File: src/hrrn_ram.sv
// Generic single-write, single-read synchronous RAM with registered read.
// Standalone; no package dependency.
module hrrn_ram #(
  parameter int unsigned WIDTH = 8,
  parameter int unsigned DEPTH = 32
) (
  input  logic                     clk,
  input  logic                     we,
  input  logic [$clog2(DEPTH)-1:0] waddr,
  input  logic [WIDTH-1:0]         wdata,
  input  logic                     re,
  input  logic [$clog2(DEPTH)-1:0] raddr,
  output logic [WIDTH-1:0]         rdata
);

  logic [WIDTH-1:0] mem [DEPTH];

  always_ff @(posedge clk) begin
    if (we) begin
      mem[waddr] <= wdata;
    end
    // Hold read data while no read is issued.
    if (re) begin
      rdata <= mem[raddr];
    end
  end

endmodule

File: config.mk
export PLATFORM = sky130hd
export DESIGN_NAME = hrrn_ram
export DESIGN_NICKNAME = d
export VERILOG_FILES = /design/src/hrrn_ram.sv
export SDC_FILE = /design/constraint.sdc
export NUM_CORES = 1
export LEC_CHECK = 0
export ABC_AREA = 1
export BUFFER_PORTS_ARGS = -buffer_cell sky130_fd_sc_hd__buf_4
export CAP_MARGIN = 5
export CORE_MARGIN = 1
export CORE_UTILIZATION = 65
export CTS_BUF_LIST = sky130_fd_sc_hd__clkbuf_2 sky130_fd_sc_hd__clkbuf_4 sky130_fd_sc_hd__clkbuf_8
export DETAILED_ROUTE_END_ITERATION = 10
export PLACE_DENSITY = 0.94
export SYNTH_ARGS = -nofsm -noshare
export SYNTH_HDL_FRONTEND = slang
export SYNTH_SLANG_ARGS = --single-unit
File: constraint.sdc
create_clock -name clk -period 2.3 [get_ports clk]
set_input_delay 0.115 -clock clk [delete_from_list [all_inputs] [get_ports clk]]
set_output_delay 0.115 -clock clk [all_outputs]
set_load 0.02 [all_outputs]
==> out/results.tsv, run 1 <==
stage	metric	value	unit
global_routing	global-route wire length before repair	41160	um
sta	fin crit share	62.43	%
final_layout	Ant. Diodes	0	
final_layout	Area Growth Syn to Fin	11.64	%
floorplan	die area	17240	um2
final_layout	Nets	1007	
floorplan	effective utilization at floorplan	67.43	%
route	vias	7630	
clock_network	CTS tree	built	
clock_network	Clock Latency Late Sink	550	ps
sta	Fin. Hold Viols	0	
sta	Pins Over Slew Limit	0	
pwr	power per cell area	824.7	nW/um2
route	drt first pass iters	6	
final_layout	final instance area	12130	um2
setup_path	Setup CP Type	flip-flop to flip-flop	
clock_network	clock sink total	264	
place	gpl congestion	0.8818	
clock_network	H-tree Lvls	2	
setup_path	Critical Path End Type	flip-flop	
yosys	warning count from the yosys run	0	
sta	setup TNS	0	ps
route	Routed WL per cell	21.25	um
sta	Worst Max-Slew Pin Slew	678.3	ps
route	final WL	26120	um
clock_network	register clock-pin slew on the reported worst setup and hold paths	60	ps
sta	final setup vio count	0	
floorplan	DIE WIDTH	131.3	um
place	Port Buffer Count	28	
place	hpwl dp	14740	um
global_routing	initial antenna violation count	0	
global_routing	Overflow after GRT	0	
setup_path	WP data required	2590	ps
setup_path	startpoint types	flip-flop	
run	MaxCap Viol Count	0	
global_routing	Total GRT Usage	31.64	%
min_path	worst min path class	primary input to flip-flop	
yosys	Mean Syn Cell Area	11.79	um2
clock_network	Clock Tree Root	clkbuf_8	
final_layout	share of layout cells above drive strength 1	13.33	%
pwr	highest ir drop seen on vdd	0.5173	mV
floorplan	Core ar.	16120	um2
outcome	status	finished clean	
route	Iteration-0 DRC Markers	1378	
floorplan	Rows	46	
route	DRC	0	
clock_network	post-CTS setup buffers	0	
yosys	register area share after synthesis	72.95	%
setup_path	crit path DAT	1730	ps
clock_network	total CTS buffers	41	
sta	Final Skew	22.23	ps
floorplan	Ports	29	
sta	Rel. slew slack	54.78	%
pwr	Static Leak	0.004595	uW
route	vias per cell	6.208	
yosys	Distinct cells, synth	11	
setup_path	CP max FO	1	
sta	RSZ-0062 raised after global routing	no	
sta	crit path time final	1436	ps
route	remaining antenna violation count after routing	0	
global_routing	vias in the first global route	7814	
floorplan	Die Ht	131.3	um
yosys	Mapped Area	10870	um2
sta	f_max	0.6964	GHz
final_layout	Fillers	926	
yosys	syn_nets	943	
place	placed inst area	11300	um2
clock_network	clk buf depth	3	
global_routing	pin count of the biggest net entering global routing	69	
yosys	Synth Instances	922	
yosys	Yosys reg bits	264	
==> per-layer routing <==
layer,track usage [%],share of wire (%),vias to the layer above
li1,-,-,3335
met1,38.75,34,3575
met2,51.77,50,591
met3,6.674,10,129
met4,19.83,5.4,0
met5,0,0,-
==> state kept, by name, indices dropped and copies added, names as in the netlist <==
| name | count |
|---|---|
| mem | 256 |
| rdata | 8 |
==> final timing paths <==
check | to | start | depth (start not counted) | slack, ps
max reg2reg | rdata[4]$_DFFE_PP_ | mem[7][4]$_DFFE_PP_ | 8 | 860
min | mem[30][3]$_DFFE_PP_ | wdata[3] | 1 | 7
min reg2reg | rdata[3]$_DFFE_PP_ | mem[22][3]$_DFFE_PP_ | 8 | 870
max | rdata[4]$_DFFE_PP_ | mem[7][4]$_DFFE_PP_ | 8 | 860
==> cell usage after synthesis <==
cell	instances	area, um2
buf_2	15	75.07
buf_1	2	7.510
clkbuf_1	7	26.28
nand2_1	360	1351
nor2_1	32	120.1
inv_1	8	30.03
nand3_1	204	1021
buf_4	4	30.03
edfxtp_1	264	7928
buf_6	24	270.3
inv_2	2	7.510
==> report_power, final <==
group	switching [uW]	leakage (uW)	internal, uW	total (uW)
logic	481	0.00178	183	665
clock network	1770	0.000428	2180	3950
registers	23.2	0.00239	5370	5390
==> placed cells by master (no fill, tap or decap) <==
master / count
buf_12: 3
buf_4: 68
bufinv_16: 3
clkbuf_4: 7
clkbuf_8: 43
clkinv_1: 8
clkinv_2: 9
clkinvlp_4: 1
dlygate4sd3_1: 2
edfxtp_1: 264
inv_1: 8
inv_2: 1
nand2_1: 360
nand3_1: 204
nor2_1: 32
==> final cells by class <==
| type | instances | area [um2] | area share (%) |
|---|---|---|---|
| Sequential cell | 264 | 7928 | 65.35 |
| Multi-Input combinational cell | 596 | 2492 | 20.54 |
| Clock buffer | 50 | 644.4 | 5.311 |
| Timing Repair Buffer | 73 | 590.6 | 4.868 |
| Tap cell | 216 | 270.3 | 2.228 |
| Clock inverter | 20 | 167.7 | 1.382 |
| Inverter | 10 | 38.79 | 0.3197 |
==> critical path, cell delays in order, from the launching register on <==
cell and delay [ps]:
edfxtp_1 430, nand2_1 150, nand3_1 120, nand3_1 120
nand2_1 80, nand2_1 90, nand2_1 70, nand2_1 60
nand2_1 50
==> through the flow <==
stage / util [%] / total power, uW / hold WS (ps) / setup slack [ps] / instances
global placement: 70.12 / 6095 / 447.1 / 526.3 / 1157
detailed placement: 70.12 / 6123 / 445.9 / 481.1 / 1157
finish: 75.28 / 10010 / 6.592 / 864.1 / 1229
CTS: 75.28 / 9994 / 1.417 / 957.1 / 1229
global route: 75.28 / 10280 / 3.635 / 828.7 / 1229
floorplan: - / 5886 / 213.9 / 1151 / 922
==> repair_timing <==
item | 4_1_cts | 5_1_grt
gates resized for setup | 0 | 0
endpoints found under the hold margin | 13 | 0
hold buffers | 2 | 0
==> cells by family (layout without fill, tap and decap cells) <==
family                 Yosys count  after routing  synth area share (%)
buffers and inverters           62            153                 4.111
and+or+nand+nor                596            596                 22.94
DFF                            264            264                 72.95
Note: power is estimated with default switching activity, not from simulation.
==> inputs of run 2 (changes only) <==
Settings changed: CORE_UTILIZATION 65 to 64, PLACE_DENSITY 0.94 to 0.92.
Clock period 2.3 ns to 1.4 ns, I/O delays scaled along.
==> out/results.tsv, run 2 (synthesis gave the netlist of run 1 again) <==
stage	metric	value	unit	change
final_layout	most frequent cells in the layout	360 x nand2_1, 264 x edfxtp_1, 204 x nand3_1		
setup_path	WP data required	1680	ps	-910 ps
min_path	worst min path class	primary input to flip-flop		
setup_path	Setup CP Type	flip-flop to flip-flop		
clock_network	Clock Latency Late Sink	540	ps	about the same
final_layout	most common cell after layout, fill and taps aside	nand2_1		
route	DRC	0		unchanged
place	gpl congestion	0.8492		-3.7%
sta	Worst Max-Slew Pin Slew	668.8	ps	-9.547 ps
place	Port Buffer Count	28		unchanged
sta	Rel. slew slack	55.36	%	+0.59 points
sta	final setup vio count	0		unchanged
pwr	highest ir drop seen on vdd	0.9712	mV	+88%
floorplan	effective utilization at floorplan	65.53	%	-1.9 points
pwr	power per cell area	1285	nW/um2	+56%
route	final WL	25850	um	-1.0%
floorplan	DIE WIDTH	132.3	um	+0.77%
route	vias per cell	6.132		-1.2%
setup_path	CP max FO	1		unchanged
final_layout	Nets	1024		+1.7%
pwr	Static Leak	0.004655	uW	+1.3%
sta	f_max	0.7386	GHz	+6.1%
clock_network	clk buf depth	3		unchanged
place	post-place setup slack	-80.67	ps	-561.8 ps
clock_network	H-tree Lvls	2		unchanged
floorplan	Die Ht	132.3	um	+0.77%
final_layout	Ant. Diodes	0		unchanged
setup_path	Critical Path End Type	flip-flop		
sta	RSZ-0062 raised after global routing	no		
route	drt first pass iters	6		unchanged
route	Iteration-0 DRC Markers	1047		-24%
final_layout	max reg flops	256		unchanged
clock_network	CTS tree	built		
place	hpwl dp	14990	um	+1.7%
sta	Final Skew	10.42	ps	-11.82 ps
sta	crit path time final	1354	ps	-82.06 ps
setup_path	startpoint types	flip-flop		
sta	Fin. Hold Viols	0		unchanged
final_layout	share of layout cells above drive strength 1	13.42	%	+0.097 points
global_routing	Overflow after GRT	0		unchanged
global_routing	vias in the first global route	7533		-3.6%
final_layout	Top reg by flops	mem		
final_layout	biggest regs	mem: 256 flops, rdata: 8 flops		
global_routing	Total GRT Usage	30.32	%	-1.3 points
clock_network	total CTS buffers	40		-2.4%
final_layout	Area Growth Syn to Fin	12.98	%	
clock_network	register clock-pin slew on the reported worst setup and hold paths	60	ps	about the same
setup_path	Worst R2R End	rdata[4]$_DFFE_PP_		
floorplan	Rows	47		+2.2%
min_path	hold depth	3		+2
clock_network	clock sink total	264		unchanged
route	vias	7653		+0.30%
floorplan	die area	17500	um2	+1.5%
final_layout	Fillers	1019		+10%
min_path	worst hold start	waddr[3]		
min_path	Worst Hold Path EP	mem[9][1]$_DFFE_PP_		
setup_path	R2R cell count	8		unchanged
route	Routed WL per cell	20.71	um	-2.6%
sta	Pins Over Slew Limit	0		unchanged
floorplan	Core ar.	16580	um2	+2.9%
setup_path	crit path DAT	1640	ps	-90 ps
sta	fin crit share	96.71	%	+34 points
route	remaining antenna violation count after routing	0		unchanged
setup_path	flop2flop setup slack	50	ps	-820 ps
outcome	status	finished clean		
clock_network	Clock Tree Root	clkbuf_8		
global_routing	global-route wire length before repair	39410	um	-4.3%
clock_network	post-cts sizing count	0		unchanged
floorplan	Ports	29		unchanged
sta	Final Worst Setup Slack	46.13	ps	-817.9 ps
global_routing	pin count of the biggest net entering global routing	82		+19%
setup_path	worst reg2reg path startpoint	mem[26][4]$_DFFE_PP_		
run	MaxCap Viol Count	0		unchanged
sta	hold slack	73.54	ps	+66.95 ps
global_routing	initial antenna violation count	0		unchanged
## run 2: cell count changes in the layout (fill, tap and decap cells not counted), sizes merged
cell	change
buf	+10
bufinv	-3
clkbuf	+3
clkinv	-2
clkinvlp	-1
dlygate4sd3	+8
## run 2: routing by layer
metal  global-route usage, %  wire, um  vias up
li1                        -         -     3363
met1                   38.25      8690     3557
met2                   50.68     12780      612
met3                   5.037      3168      121
met4                   16.73      1205        0
met5                       0         0        -
## run 2: where the power goes
group / switching, uW / internal [uW] / leakage, uW
Sequential: 35.5 / 8820 / 0.00239
Clock: 2740 / 3010 / 0.000377
Combinational: 801 / 360 / 0.00189
## run 2: metrics by stage
step,cells,power (uW),util (%),instance area [um2],setup TNS (ps)
global route,1248,16160,74.03,12280,0
floorplan,922,9670,-,10870,0
global placement,1171,10060,69.15,11470,-41.35
finish,1248,15770,74.03,12280,0
CTS,1248,15750,74.03,12280,0
detailed placement,1171,10110,69.15,11470,-258.3
## run 2: worst max-delay path by stage
stage	cells past startpoint	endpoint	slack [ps]	startpoint
after floorplan	3	mem[0][0]$_DFFE_PP_	300	waddr[0]
after global placement	11	rdata[4]$_DFFE_PP_	-20	raddr[0]
after detailed placement	11	rdata[4]$_DFFE_PP_	-80	raddr[0]
after CTS	8	rdata[4]$_DFFE_PP_	70	mem[26][4]$_DFFE_PP_
after global routing	8	rdata[4]$_DFFE_PP_	1	mem[27][4]$_DFFE_PP_
final	8	rdata[4]$_DFFE_PP_	50	mem[26][4]$_DFFE_PP_
## run 2: area by class of cell
cell class                 count  area [um2]  share of cell area, %
sequential                   264        7928                  64.57
multi-input combinational    596        2492                  20.30
timing repair buffer          91       833.3                  6.788
clock buffer                  53       654.4                  5.330
tap                          220       275.3                  2.242
clock inverter                14       55.05                 0.4484
inverter                      10       38.79                 0.3159
## run 2: what timing repair did
action	CTS	global route
hold buffers	10	0
setup endpoints to repair	0	0
hold endpoints to repair	267	0
buffers inserted	0	0
## run 2: critical path: stages (launching register included)
cell      delay, ps
edfxtp_1        370
nand2_1          70
nand3_1          90
nand3_1         120
nand2_1          70
nand2_1         130
nand2_1         100
nand2_1          80
nand2_1          70
